[config.mk]
export PLATFORM = sky130hd
export DESIGN_NAME = doubly_linked_queue_manager
export DESIGN_NICKNAME = d
export VERILOG_FILES = /design/src/rtl/dlqm_pkg.sv /design/src/rtl/dlqm_ram.sv /design/src/rtl/dlqm_ctrl.sv /design/src/rtl/dlqm_dp.sv /design/src/rtl/doubly_linked_queue_manager.sv
export SDC_FILE = /design/constraint.sdc
export NUM_CORES = 1
export LEC_CHECK = 0
export ABC_AREA = 1
export ABC_CLOCK_PERIOD_IN_PS = 6400
export BUFFER_PORTS_ARGS = -buffer_cell sky130_fd_sc_hd__buf_4
export CAP_MARGIN = 5
export CORE_UTILIZATION = 45
export CTS_BUF_LIST = sky130_fd_sc_hd__clkbuf_4 sky130_fd_sc_hd__clkbuf_8 sky130_fd_sc_hd__clkbuf_16
export CTS_CLUSTER_SIZE = 8
export DETAILED_ROUTE_END_ITERATION = 10
export HOLD_SLACK_MARGIN = 0.03
export REMOVE_ABC_BUFFERS = 1
export SLEW_MARGIN = 30
export SYNTH_ARGS = -nofsm -noshare
export SYNTH_HDL_FRONTEND = slang
export SYNTH_SLANG_ARGS = --single-unit
[constraint.sdc]
create_clock -name i_clk -period 6.4 [get_ports i_clk]
set_input_delay 0 -clock i_clk [delete_from_list [all_inputs] [get_ports i_clk]]
set_output_delay 0 -clock i_clk [all_outputs]
set_load 0.01 [all_outputs]
[src/rtl/dlqm_pkg.sv]
// ----------------------------------------------------------------------------
// dlqm_pkg
// Shared types and constants of the doubly linked queue manager: slot and
// link widths, operation, action and error codes, controller commands.
// ----------------------------------------------------------------------------
package dlqm_pkg;

    localparam int NODES      = 64;
    localparam int IDX_W      = 6;
    localparam int LINK_W     = 7;
    localparam int OP_W       = 3;
    localparam int ERR_W      = 2;

    localparam logic [LINK_W-1:0] NUL_LINK = LINK_W'(NODES);

    localparam int IN_DATA_W  = 16;
    localparam int IN_USER_W  = 3;
    localparam int OUT_DATA_W = 16;
    localparam int OUT_USER_W = 1;

    localparam logic [OP_W-1:0] OP_ADD_HEAD   = 3'd0;
    localparam logic [OP_W-1:0] OP_ADD_TAIL   = 3'd1;
    localparam logic [OP_W-1:0] OP_REM_HEAD   = 3'd2;
    localparam logic [OP_W-1:0] OP_REM_TAIL   = 3'd3;
    localparam logic [OP_W-1:0] OP_INS_AFTER  = 3'd4;
    localparam logic [OP_W-1:0] OP_INS_BEFORE = 3'd5;
    localparam logic [OP_W-1:0] OP_REM_NODE   = 3'd6;

    localparam logic [ERR_W-1:0] ERR_OK       = 2'd0;
    localparam logic [ERR_W-1:0] ERR_LINKED   = 2'd1;
    localparam logic [ERR_W-1:0] ERR_UNLINKED = 2'd2;

    localparam logic [1:0] ACT_NONE   = 2'd0;
    localparam logic [1:0] ACT_LINK   = 2'd1;
    localparam logic [1:0] ACT_UNLINK = 2'd2;

    typedef struct packed {
        logic accept;
        logic own_wr;
        logic neigh_wr;
        logic load_out;
    } t_cmd;

    typedef struct packed {
        logic out_free;
    } t_status;

endpackage

[src/rtl/dlqm_ram.sv]
// ----------------------------------------------------------------------------
// dlqm_ram
// Generic single write port, single read port RAM with registered read.
// ----------------------------------------------------------------------------
module dlqm_ram #(
    parameter int WIDTH = 8,
    parameter int DEPTH = 64
) (
    input  logic                     i_clk,
    input  logic                     i_we,
    input  logic [$clog2(DEPTH)-1:0] i_waddr,
    input  logic [WIDTH-1:0]         i_wdata,
    input  logic                     i_re,
    input  logic [$clog2(DEPTH)-1:0] i_raddr,
    output logic [WIDTH-1:0]         o_rdata
);

    logic [WIDTH-1:0] r_mem [DEPTH];
    logic [WIDTH-1:0] r_rdata;

    always_ff @(posedge i_clk) begin
        if (i_we) begin
            r_mem[i_waddr] <= i_wdata;
        end
        if (i_re) begin
            r_rdata <= r_mem[i_raddr];
        end
    end

    assign o_rdata = r_rdata;

endmodule

[src/rtl/dlqm_ctrl.sv]
// ----------------------------------------------------------------------------
// dlqm_ctrl
// Sequencer: accept and read, write own links, write neighbor links, load
// the result register.
// ----------------------------------------------------------------------------
module dlqm_ctrl (
    input  logic              i_clk,
    input  logic              i_rst_n,
    input  logic              i_s_axis_tvalid,
    output logic              o_s_axis_tready,
    input  dlqm_pkg::t_status i_status,
    output dlqm_pkg::t_cmd    o_cmd
);
    import dlqm_pkg::*;

    localparam logic [1:0] S_IDLE  = 2'd0;
    localparam logic [1:0] S_OWN   = 2'd1;
    localparam logic [1:0] S_NEIGH = 2'd2;
    localparam logic [1:0] S_DONE  = 2'd3;

    logic [1:0] r_state;
    logic [1:0] n_state;

    always_comb begin
        n_state = r_state;
        case (r_state)
            S_IDLE: begin
                if (i_s_axis_tvalid) begin
                    n_state = S_OWN;
                end
            end
            S_OWN:   n_state = S_NEIGH;
            S_NEIGH: n_state = S_DONE;
            S_DONE: begin
                if (i_status.out_free) begin
                    n_state = S_IDLE;
                end
            end
            default: n_state = S_IDLE;
        endcase
    end

    always_ff @(posedge i_clk) begin
        if (!i_rst_n) begin
            r_state <= S_IDLE;
        end else begin
            r_state <= n_state;
        end
    end

    assign o_s_axis_tready = (r_state == S_IDLE);
    assign o_cmd.accept    = (r_state == S_IDLE) && i_s_axis_tvalid;
    assign o_cmd.own_wr    = (r_state == S_OWN);
    assign o_cmd.neigh_wr  = (r_state == S_NEIGH);
    assign o_cmd.load_out  = (r_state == S_DONE) && i_status.out_free;

endmodule

[src/rtl/dlqm_dp.sv]
// ----------------------------------------------------------------------------
// dlqm_dp
// Datapath: link memories, linked flags, first/last/count registers, checks
// and the result register.
// ----------------------------------------------------------------------------
module dlqm_dp (
    input  logic                          i_clk,
    input  logic                          i_rst_n,
    input  dlqm_pkg::t_cmd                i_cmd,
    output dlqm_pkg::t_status             o_status,
    input  logic [dlqm_pkg::OP_W-1:0]     i_operation,
    input  logic [dlqm_pkg::IDX_W-1:0]    i_node,
    input  logic [dlqm_pkg::IDX_W-1:0]    i_anchor,
    input  logic                          i_m_tready,
    output logic                          o_m_tvalid,
    output logic [dlqm_pkg::IDX_W-1:0]    o_removed_node,
    output logic                          o_removed_valid,
    output logic                          o_list_empty,
    output logic [dlqm_pkg::LINK_W-1:0]   o_list_count,
    output logic [dlqm_pkg::ERR_W-1:0]    o_error_code
);
    import dlqm_pkg::*;

    logic [OP_W-1:0]   r_op;
    logic [IDX_W-1:0]  r_slot;
    logic [IDX_W-1:0]  r_anchor;
    logic [1:0]        r_act;
    logic [ERR_W-1:0]  r_err;
    logic [LINK_W-1:0] r_p;
    logic [LINK_W-1:0] r_q;
    logic [LINK_W-1:0] r_first;
    logic [LINK_W-1:0] r_last;
    logic [LINK_W-1:0] r_count;
    logic [NODES-1:0]  r_linked;

    logic [LINK_W-1:0] n_p;
    logic [LINK_W-1:0] n_q;
    logic [LINK_W-1:0] n_first;
    logic [LINK_W-1:0] n_last;
    logic [LINK_W-1:0] n_count;
    logic [NODES-1:0]  n_linked;
    logic [IDX_W-1:0]  n_slot;
    logic [1:0]        n_act;
    logic [ERR_W-1:0]  n_err;
    logic [IDX_W-1:0]  n_raddr;

    logic              r_ovalid;
    logic [IDX_W-1:0]  r_orem;
    logic              r_orvalid;
    logic              r_oempty;
    logic [LINK_W-1:0] r_ocount;
    logic [ERR_W-1:0]  r_oerr;

    logic [LINK_W-1:0] w_next_rd;
    logic [LINK_W-1:0] w_prev_rd;
    logic              w_next_we;
    logic [IDX_W-1:0]  w_next_waddr;
    logic [LINK_W-1:0] w_next_wdata;
    logic              w_prev_we;
    logic [IDX_W-1:0]  w_prev_waddr;
    logic [LINK_W-1:0] w_prev_wdata;
    logic              w_node_lk;
    logic              w_anchor_lk;
    logic              w_p_ok;
    logic              w_q_ok;

    // decode and check at accept
    assign w_node_lk   = r_linked[i_node];
    assign w_anchor_lk = r_linked[i_anchor];

    always_comb begin
        n_slot  = i_node;
        n_act   = ACT_NONE;
        n_err   = ERR_OK;
        n_raddr = i_node;
        case (i_operation)
            OP_ADD_HEAD, OP_ADD_TAIL: begin
                if (w_node_lk) begin
                    n_err = ERR_LINKED;
                end else begin
                    n_act = ACT_LINK;
                end
            end
            OP_REM_HEAD: begin
                n_slot  = r_first[IDX_W-1:0];
                n_raddr = r_first[IDX_W-1:0];
                if (!r_first[LINK_W-1]) begin
                    n_act = ACT_UNLINK;
                end
            end
            OP_REM_TAIL: begin
                n_slot  = r_last[IDX_W-1:0];
                n_raddr = r_last[IDX_W-1:0];
                if (!r_last[LINK_W-1]) begin
                    n_act = ACT_UNLINK;
                end
            end
            OP_INS_AFTER, OP_INS_BEFORE: begin
                n_raddr = i_anchor;
                if (w_node_lk) begin
                    n_err = ERR_LINKED;
                end else if (!w_anchor_lk) begin
                    n_err = ERR_UNLINKED;
                end else begin
                    n_act = ACT_LINK;
                end
            end
            OP_REM_NODE: begin
                if (!w_node_lk) begin
                    n_err = ERR_UNLINKED;
                end else begin
                    n_act = ACT_UNLINK;
                end
            end
            default: begin
                n_act = ACT_NONE;
            end
        endcase
    end

    // neighbors of the slot
    always_comb begin
        case (r_op)
            OP_ADD_HEAD: begin
                n_p = NUL_LINK;
                n_q = r_first;
            end
            OP_ADD_TAIL: begin
                n_p = r_last;
                n_q = NUL_LINK;
            end
            OP_INS_AFTER: begin
                n_p = {1'b0, r_anchor};
                n_q = w_next_rd;
            end
            OP_INS_BEFORE: begin
                n_p = w_prev_rd;
                n_q = {1'b0, r_anchor};
            end
            default: begin
                n_p = w_prev_rd;
                n_q = w_next_rd;
            end
        endcase
    end

    assign w_p_ok = !r_p[LINK_W-1];
    assign w_q_ok = !r_q[LINK_W-1];

    // link memory write ports
    always_comb begin
        w_next_we    = 1'b0;
        w_next_waddr = r_slot;
        w_next_wdata = n_q;
        w_prev_we    = 1'b0;
        w_prev_waddr = r_slot;
        w_prev_wdata = n_p;
        if (i_cmd.own_wr) begin
            w_next_we = (r_act == ACT_LINK);
            w_prev_we = (r_act == ACT_LINK);
        end else if (i_cmd.neigh_wr) begin
            w_next_waddr = r_p[IDX_W-1:0];
            w_prev_waddr = r_q[IDX_W-1:0];
            w_next_we    = (r_act != ACT_NONE) && w_p_ok;
            w_prev_we    = (r_act != ACT_NONE) && w_q_ok;
            if (r_act == ACT_LINK) begin
                w_next_wdata = {1'b0, r_slot};
                w_prev_wdata = {1'b0, r_slot};
            end else begin
                w_next_wdata = r_q;
                w_prev_wdata = r_p;
            end
        end
    end

    // list registers
    always_comb begin
        n_first  = r_first;
        n_last   = r_last;
        n_count  = r_count;
        n_linked = r_linked;
        if (i_cmd.neigh_wr) begin
            if (r_act == ACT_LINK) begin
                if (!w_p_ok) begin
                    n_first = {1'b0, r_slot};
                end
                if (!w_q_ok) begin
                    n_last = {1'b0, r_slot};
                end
                n_linked[r_slot] = 1'b1;
                n_count          = r_count + 1'b1;
            end else if (r_act == ACT_UNLINK) begin
                if (!w_p_ok) begin
                    n_first = r_q;
                end
                if (!w_q_ok) begin
                    n_last = r_p;
                end
                n_linked[r_slot] = 1'b0;
                n_count          = r_count - 1'b1;
            end
        end
    end

    dlqm_ram #(.WIDTH(LINK_W), .DEPTH(NODES)) u_next_ram (
        .i_clk   (i_clk),
        .i_we    (w_next_we),
        .i_waddr (w_next_waddr),
        .i_wdata (w_next_wdata),
        .i_re    (i_cmd.accept),
        .i_raddr (n_raddr),
        .o_rdata (w_next_rd)
    );

    dlqm_ram #(.WIDTH(LINK_W), .DEPTH(NODES)) u_prev_ram (
        .i_clk   (i_clk),
        .i_we    (w_prev_we),
        .i_waddr (w_prev_waddr),
        .i_wdata (w_prev_wdata),
        .i_re    (i_cmd.accept),
        .i_raddr (n_raddr),
        .o_rdata (w_prev_rd)
    );

    always_ff @(posedge i_clk) begin
        if (i_cmd.accept) begin
            r_op     <= i_operation;
            r_slot   <= n_slot;
            r_anchor <= i_anchor;
            r_act    <= n_act;
            r_err    <= n_err;
        end
        if (i_cmd.own_wr) begin
            r_p <= n_p;
            r_q <= n_q;
        end
        if (i_cmd.load_out) begin
            r_orem    <= (r_act == ACT_UNLINK) ? r_slot : '0;
            r_orvalid <= (r_act == ACT_UNLINK);
            r_oempty  <= (r_count == '0);
            r_ocount  <= r_count;
            r_oerr    <= r_err;
        end
    end

    always_ff @(posedge i_clk) begin
        if (!i_rst_n) begin
            r_first  <= NUL_LINK;
            r_last   <= NUL_LINK;
            r_count  <= '0;
            r_linked <= '0;
            r_ovalid <= 1'b0;
        end else begin
            r_first  <= n_first;
            r_last   <= n_last;
            r_count  <= n_count;
            r_linked <= n_linked;
            if (i_cmd.load_out) begin
                r_ovalid <= 1'b1;
            end else if (i_m_tready) begin
                r_ovalid <= 1'b0;
            end
        end
    end

    assign o_status.out_free = !r_ovalid || i_m_tready;
    assign o_m_tvalid        = r_ovalid;
    assign o_removed_node    = r_orem;
    assign o_removed_valid   = r_orvalid;
    assign o_list_empty      = r_oempty;
    assign o_list_count      = r_ocount;
    assign o_error_code      = r_oerr;

    a_count_flags: assert property (@(posedge i_clk) disable iff (!i_rst_n)
        r_count == LINK_W'($countones(r_linked)))
        else $error("count differs from number of linked slots");

    a_ends_null: assert property (@(posedge i_clk) disable iff (!i_rst_n)
        (r_first == NUL_LINK) == (r_last == NUL_LINK))
        else $error("first and last disagree on emptiness");

    a_empty_first: assert property (@(posedge i_clk) disable iff (!i_rst_n)
        (r_count == '0) == (r_first == NUL_LINK))
        else $error("count and first disagree on emptiness");

    a_unlink_clears: assert property (@(posedge i_clk) disable iff (!i_rst_n)
        (i_cmd.neigh_wr && (r_act == ACT_UNLINK)) |=> !r_linked[$past(r_slot)])
        else $error("removed slot still flagged as linked");

endmodule

[src/rtl/doubly_linked_queue_manager.sv]
// ----------------------------------------------------------------------------
// doubly_linked_queue_manager
// One ordered doubly linked list over a pool of node slots.
// ----------------------------------------------------------------------------
// Input stream: tuser carries the operation (add head, add tail, remove
// head, remove tail, insert after, insert before, remove node), tdata the
// node and anchor slots. Each item gives one result item: removed slot and
// its valid flag, emptiness, count and error code.
// An item goes through accept with link read, own link write, neighbor
// link write and result load. Next and previous links sit in two RAMs with
// one write port each, and an insert touches two entries of each, so own
// and neighbor links are written in separate steps. The block takes no new
// item until the result of the last one is loaded; the next item is taken
// in the cycle after that load.
// Reset empties the list: first and last go to the null code, count and all
// linked flags to zero; the link RAMs are not cleared.
// When the receiver stalls, the result holds in the output register, the
// block accepts and works on one more item, then waits with it until the
// output register frees.
// ----------------------------------------------------------------------------
module doubly_linked_queue_manager (
    input  logic                                i_clk,
    input  logic                                i_rst_n,
    input  logic                                i_s_axis_tvalid,
    output logic                                o_s_axis_tready,
    // node[5:0], anchor[11:6], zero[15:12]
    input  logic [dlqm_pkg::IN_DATA_W-1:0]      i_s_axis_tdata,
    // operation[2:0]
    input  logic [dlqm_pkg::IN_USER_W-1:0]      i_s_axis_tuser,
    output logic                                o_m_axis_tvalid,
    input  logic                                i_m_axis_tready,
    // removed_node[5:0], list_empty[6], list_count[13:7], error_code[15:14]
    output logic [dlqm_pkg::OUT_DATA_W-1:0]     o_m_axis_tdata,
    // removed_valid[0]
    output logic [dlqm_pkg::OUT_USER_W-1:0]     o_m_axis_tuser
);
    import dlqm_pkg::*;

    t_cmd              w_cmd;
    t_status           w_status;
    logic [IDX_W-1:0]  w_removed_node;
    logic              w_removed_valid;
    logic              w_list_empty;
    logic [LINK_W-1:0] w_list_count;
    logic [ERR_W-1:0]  w_error_code;

    dlqm_ctrl u_ctrl (
        .i_clk           (i_clk),
        .i_rst_n         (i_rst_n),
        .i_s_axis_tvalid (i_s_axis_tvalid),
        .o_s_axis_tready (o_s_axis_tready),
        .i_status        (w_status),
        .o_cmd           (w_cmd)
    );

    dlqm_dp u_dp (
        .i_clk           (i_clk),
        .i_rst_n         (i_rst_n),
        .i_cmd           (w_cmd),
        .o_status        (w_status),
        .i_operation     (i_s_axis_tuser[OP_W-1:0]),
        .i_node          (i_s_axis_tdata[IDX_W-1:0]),
        .i_anchor        (i_s_axis_tdata[2*IDX_W-1:IDX_W]),
        .i_m_tready      (i_m_axis_tready),
        .o_m_tvalid      (o_m_axis_tvalid),
        .o_removed_node  (w_removed_node),
        .o_removed_valid (w_removed_valid),
        .o_list_empty    (w_list_empty),
        .o_list_count    (w_list_count),
        .o_error_code    (w_error_code)
    );

    assign o_m_axis_tdata = {w_error_code, w_list_count, w_list_empty, w_removed_node};
    assign o_m_axis_tuser = w_removed_valid;

endmodule
# == After elaboration in Yosys (flattened, before gate mapping) ==
# Memories as Yosys holds them, arrays and structs flattened. A register that Yosys moved wholly into a read port is not among the register bits.
# Cells that the tools add are included.
# word_totals
rom_bits,0
latchBits,0
memories,2
input_bits,23
wordCells,124
ramBits,896
register_bits,138
# op_classes
add_sub_neg,2
n_eq_ne,16
n_lt_le_gt_ge,4
mux,57
mul,0
shifts,0
div_mod_pow,0
reduce_logical,22
bitwise_logic,3
# mem_list
memory,depth,word_bits,rd,rd_ports_with_merged_regs,write_ports,line,rtl
u_dp.u_next_ram.r_mem,64,7,1,1,1,dlqm_ram.sv:18,logic [WIDTH-1:0] r_mem [DEPTH];
u_dp.u_prev_ram.r_mem,64,7,1,1,1,dlqm_ram.sv:18,
# op_table
operator,count
$mux 64,2
$mux 7,16
$and 64x64->64,1
$not 64->64,1
$or 64x64->64,1
$pmux 7 s3,2
$mux 6,4
$lt 6x7->1 const B,3
$mux 2,9
$pmux 6 s3,1
$mux 1,16
$eq 3x3->1 const B,5
$bmux 1 s6,2
$pmux 6 s2,1
$pmux 2 s5,1
$pmux 2 s4,1
$add 7x1->7 const B,1
$logic_not 7->1,1
$sub 7x1->7 const B,1
$demux 1 s6,1
$eq 2x2->1 const B,3
$eq 3x1->1 const B,2
$eq 3x2->1 const B,2
$ge 6x1->1 const B,1
13 further kinds,26

# == Depth between registers and ports, before layout ==
# depth
word_depth,8
ltp_mapped,16

# == Modules after synthesis ==
# A second synthesis with hierarchy kept.
# unflattened
hier_cells,4203
hier_area_um2,44851.8
# modules_own_cells
mod,instances,area_per_inst_um2,cells_each
dlqm_ram,2,18615.4,1590
dlqm_dp,1,7434.6,996
dlqm_ctrl,1,178.9,26
doubly_linked_queue_manager,1,7.5,1

# == Worst setup path before layout ==
# No wires, ideal clock.
# synth_path
path_kind,reg-to-reg
start,reg u_ctrl.r_state[1]
end,mem u_dp.u_prev_ram.r_mem[0][0] in the netlist's numbering (data pin)
period_less_slack_ps,4831
path_slack_ps,1569
t_arrival_ps,4129
setup_time_ps,702
required_ps,5698
stages_incl_launch_ff,9
path_buffers,3
cell_sequence,dfxtp_1 > inv_1 > ha_1 > inv_1 > nand2_1 > clkbuf_1 > clkbuf_1 > clkbuf_1 > o21ai_0
# synth_between
elab_chain_cells,3
# synth_lines
element,line,rtl
from (decl),dlqm_ctrl.sv:21,logic [1:0] r_state;
from (signal assigned),dlqm_ctrl.sv:47,r_state <= n_state;
$eq 2x2->1,dlqm_ctrl.sv:54,assign o_cmd.neigh_wr = (r_state == S_NEIGH);
$mux 7,dlqm_dp.sv:161,end else if (i_cmd.neigh_wr) begin
$mux 7 *,dlqm_dp.sv:158,if (i_cmd.own_wr) begin
net u_dp.u_prev_ram.i_wdata[0],dlqm_ram.sv:12,"input logic [WIDTH-1:0] i_wdata,"
to (decl),dlqm_ram.sv:18,
# The timed path passes the listed nets; every way through them passes the cells marked *.

# == Final worst setup path ==
# layout_path
start,reg u_ctrl.r_state[1]
end,"mem u_dp.u_prev_ram.r_mem[43][4] in the netlist's numbering, enable pin"
# layout_between
elab_chain_cells,5
# layout_lines
element,line,rtl
$eq 2x2->1,dlqm_ctrl.sv:54,
$mux 1,dlqm_dp.sv:161,
$mux 1,dlqm_dp.sv:158,
$mux 1,dlqm_ram.sv:22,if (i_we) begin
$mux 1 (implied by the code),dlqm_ram.sv:23,r_mem[i_waddr] <= i_wdata;
# Several ways; a longest one is shown, not always the timed one.

==> reports/metrics.yaml <==
syn2layout_area_growth_pct: 12.1
drt_iter0_markers: 3536
via_per_inst: 5.58
powerDensity_mw_per_mm2: 374
vdd_drop_max_v: 0.000300
clockBufferDepth: 3
max_stage_delay_ns: 0.99
min_path_type: "input pin to flop"
synth.cell_area_mm2: 0.0478
place_ws_ns: 1.55
cp.buffers_inverters: 2
start_util: 0.454
r2r-start: "u_ctrl.r_state[1]"
period_needed_ns: 4.78
synth_cell_types: 38
avgSynthCellArea_um2: 10.3
dr.pass1.iters: 6
cts_sinks: 1048
report.final.slew_viol_count: 0
htreeDepth: 4
synth_warnings: 0
skew_ns: 0.0382
synth_edf_count: 960
wl_per_cell_um: 20.9
critical_path_arrival_ns: 5.13
slowest_stage: "nand4_1"
hold_viol: 0
dp_hpwl_um: 68600
grt-ovfl-total: 0
ys_ff_latch: 1048
cp_common_cell: "inv_1"
nNetsFinal: 4627
path_class: "flop to flop"
gp_congestion: 0.859
min_to: "u_dp.r_op[1]"
setup_viol: 0
grt_max_degree: 178
critPathTopFamily: "simple AND/OR/NAND/NOR gates"
finalWirelength_um: 126000
period_share: 0.747
cts_buffers: 148
worst-path-max-fanout: 23
grt_pass1_vias: 32500
slew_headroom: 0.302
clkTransAtPathRegs_ns: 0.06
io-pin-count: 42
timing.fmax_mhz: 209
coreArea_mm2: 0.105
reg2reg_setup_slack_ns: 1.62
p_leak_nw: 20.7
clock_latency_ns: 0.75
ys_async_sr_fraction: 0
dieArea_mm2: 0.108
synthFlopType: "edfxtp_1"
die-height_um: 328
grt_setup_unrepaired: "false"
cts_resized: 0
antennaDiodeCount: 0
drc: 0
status: "complete, no violations"
path_cells: "inv_1 -> ha_1 -> inv_1 -> nand2_2 -> o32ai_2 -> nand4_1 -> nor2_1"
holdPathStages: 2
die_w_um: 328
synth_cells: 4627
rows: 119
fin_tns_setup_ns: 0
ff2ff_path_depth: 7
worstPathRequired_ns: 6.75
vias: 33600
setup_ws_ns: 1.62
cts_tree: "built"
setup.worst_path.end_class: "flop"
maxCapViolations: 0
port_buffers: 37
antenna_found_initial: 1
cts_root_buf: "clkbuf_16"
grt_pass1_wl_um: 191000
worstSetupStartpointType: "flop"
drive_gt1_frac: 0.0702
grt_usage: 0.232
regToRegEndpoint: "u_dp.u_prev_ram.r_mem[43][4]"
drtAntennaViolNets: 0
min-delay-start: "i_s_axis_tuser[1]"
synth_seq_area_share: 0.640
worstMarginPinSlew_ns: 1.04
-- logic make-up after synthesis --
family	share of synthesized area
xor gates and xnor gates	0.000733
AOI/OAI and AO/OA	0.0447
buffers and inverters	0.0791
and+or+nand+nor	0.231
adders and majority gates	0.00435
DFF	0.640
-- area by class of cell --
| cell class | instances | area [µm²] |
|---|---|---|
| tap | 1391 | 1740 |
| clock inverter | 3 | 33.8 |
| sequential | 1048 | 30600 |
| inverter | 626 | 2360 |
| timing repair buffer | 120 | 1090 |
| clock buffer | 186 | 4090 |
| multi-input combinational | 2644 | 13700 |
| fill | 9333 | 51700 |
-- worst reg2reg max path, stage by stage, from the launching register on --
cell	delay, ns
dfxtp_1	0.36
inv_1	0.09
ha_1	0.47
inv_1	0.26
nand2_2	0.39
o32ai_2	0.91
nand4_1	0.99
nor2_1	0.93
-- layout by cell type (no fill, tap or decap), types with 3 or more instances in the layout --
cell type / synthesis / layout
xor2_1: 3 / 3
o22ai_1: 27 / 27
nor4_1: 5 / 5
clkbuf_16: 0 / 154
dfxtp_1: 88 / 88
a311oi_1: 60 / 60
edfxtp_1: 960 / 960
clkbuf_4: 0 / 32
o211ai_1: 9 / 9
buf_4: 18 / 89
nand3_1: 995 / 995
a21oi_1: 121 / 121
dlygate4sd3_1: 0 / 20
nor2_1: 195 / 194
inv_2: 6 / 7
o21ai_0: 114 / 98
buf_12: 0 / 11
ha_1: 15 / 15
nand3b_1: 317 / 317
inv_1: 618 / 615
nor3_1: 21 / 21
nand4_1: 15 / 15
inv_6: 0 / 3
o221ai_1: 6 / 6
o21ai_1: 4 / 6
nand2_1: 716 / 715
nand2_8: 0 / 3
o21ai_4: 0 / 15
-- cell usage after synthesis, types with 13 or more instances --
cell / n / area, µm²
a21oi_1: 121 / 606
a311oi_1: 60 / 526
buf_1: 13 / 48.8
buf_2: 164 / 821
buf_4: 18 / 135
clkbuf_1: 114 / 428
dfxtp_1: 88 / 1760
edfxtp_1: 960 / 28800
ha_1: 15 / 188
inv_1: 618 / 2320
nand2_1: 716 / 2690
nand3_1: 995 / 4980
nand3b_1: 317 / 2380
nand4_1: 15 / 93.8
nor2_1: 195 / 732
nor3_1: 21 / 105
o21ai_0: 114 / 571
o22ai_1: 27 / 169
-- how the worst max path moves through the flow --
stage,start,endpoint,cells after the start
2_1_floorplan,i_s_axis_tuser[2],u_dp.u_next_ram.o_rdata[0],13
3_3_place_gp,u_ctrl.r_state[1],u_dp.u_prev_ram.r_mem[43][6],8
3_5_place_dp,u_ctrl.r_state[1],u_dp.u_prev_ram.r_mem[3][6],8
4_1_cts,u_ctrl.r_state[1],u_dp.u_prev_ram.r_mem[3][0],8
5_1_grt,u_ctrl.r_state[1],u_dp.u_prev_ram.r_mem[3][6],7
6_report,u_ctrl.r_state[1],u_dp.u_prev_ram.r_mem[43][4],7
-- what timing repair did --
item	4_1_cts	5_1_grt
setup buffers	0	0
hold buffers	20	0
hold endpoints to repair	85	0
endpoints found under the setup margin	0	0
-- state kept, by name, summed over array words and instances (netlist names), 7 cells and up, named ones only --
register	cells
u_dp.u_next_ram.r_mem	448
u_dp.u_prev_ram.r_mem	448
u_dp.o_list_count	7
u_dp.r_count	7
u_dp.r_first	7
u_dp.r_last	7
u_dp.r_p	7
u_dp.r_q	7
u_dp.u_next_ram.o_rdata	7
u_dp.u_prev_ram.o_rdata	7
-- power by group --
| part | internal (W) | switching (W) |
|---|---|---|
| combinational | 0.000807 | 0.00323 |
| clock | 0.00439 | 0.00271 |
| sequential | 0.00878 | 0.000117 |
| total | 0.0140 | 0.00606 |
-- metrics by stage --
| stage | hold WS, ns | util | cells | area [µm²] | total power, W |
|---|---|---|---|---|---|
| floorplan | 0.0850 | - | 4318 | 46400 | 0.0114 |
| global placement | 0.212 | 0.468 | 5809 | 49200 | 0.0130 |
| detailed placement | 0.212 | 0.468 | 5809 | 49200 | 0.0131 |
| CTS | 0.0413 | 0.509 | 6018 | 53600 | 0.0202 |
| global route | 0.0659 | 0.509 | 6018 | 53600 | 0.0208 |
| finish | 0.0682 | 0.509 | 6018 | 53600 | 0.0200 |
-- metal layers --
layer,share of wire,vias up,track usage
met5,0,-,0
met3,0.063,223,0.0339
met1,0.43,16300,0.318
met2,0.48,1135,0.380
met4,0.025,0,0.0754
li1,-,15900,-
Note: power is estimated with default switching activity, not from simulation.
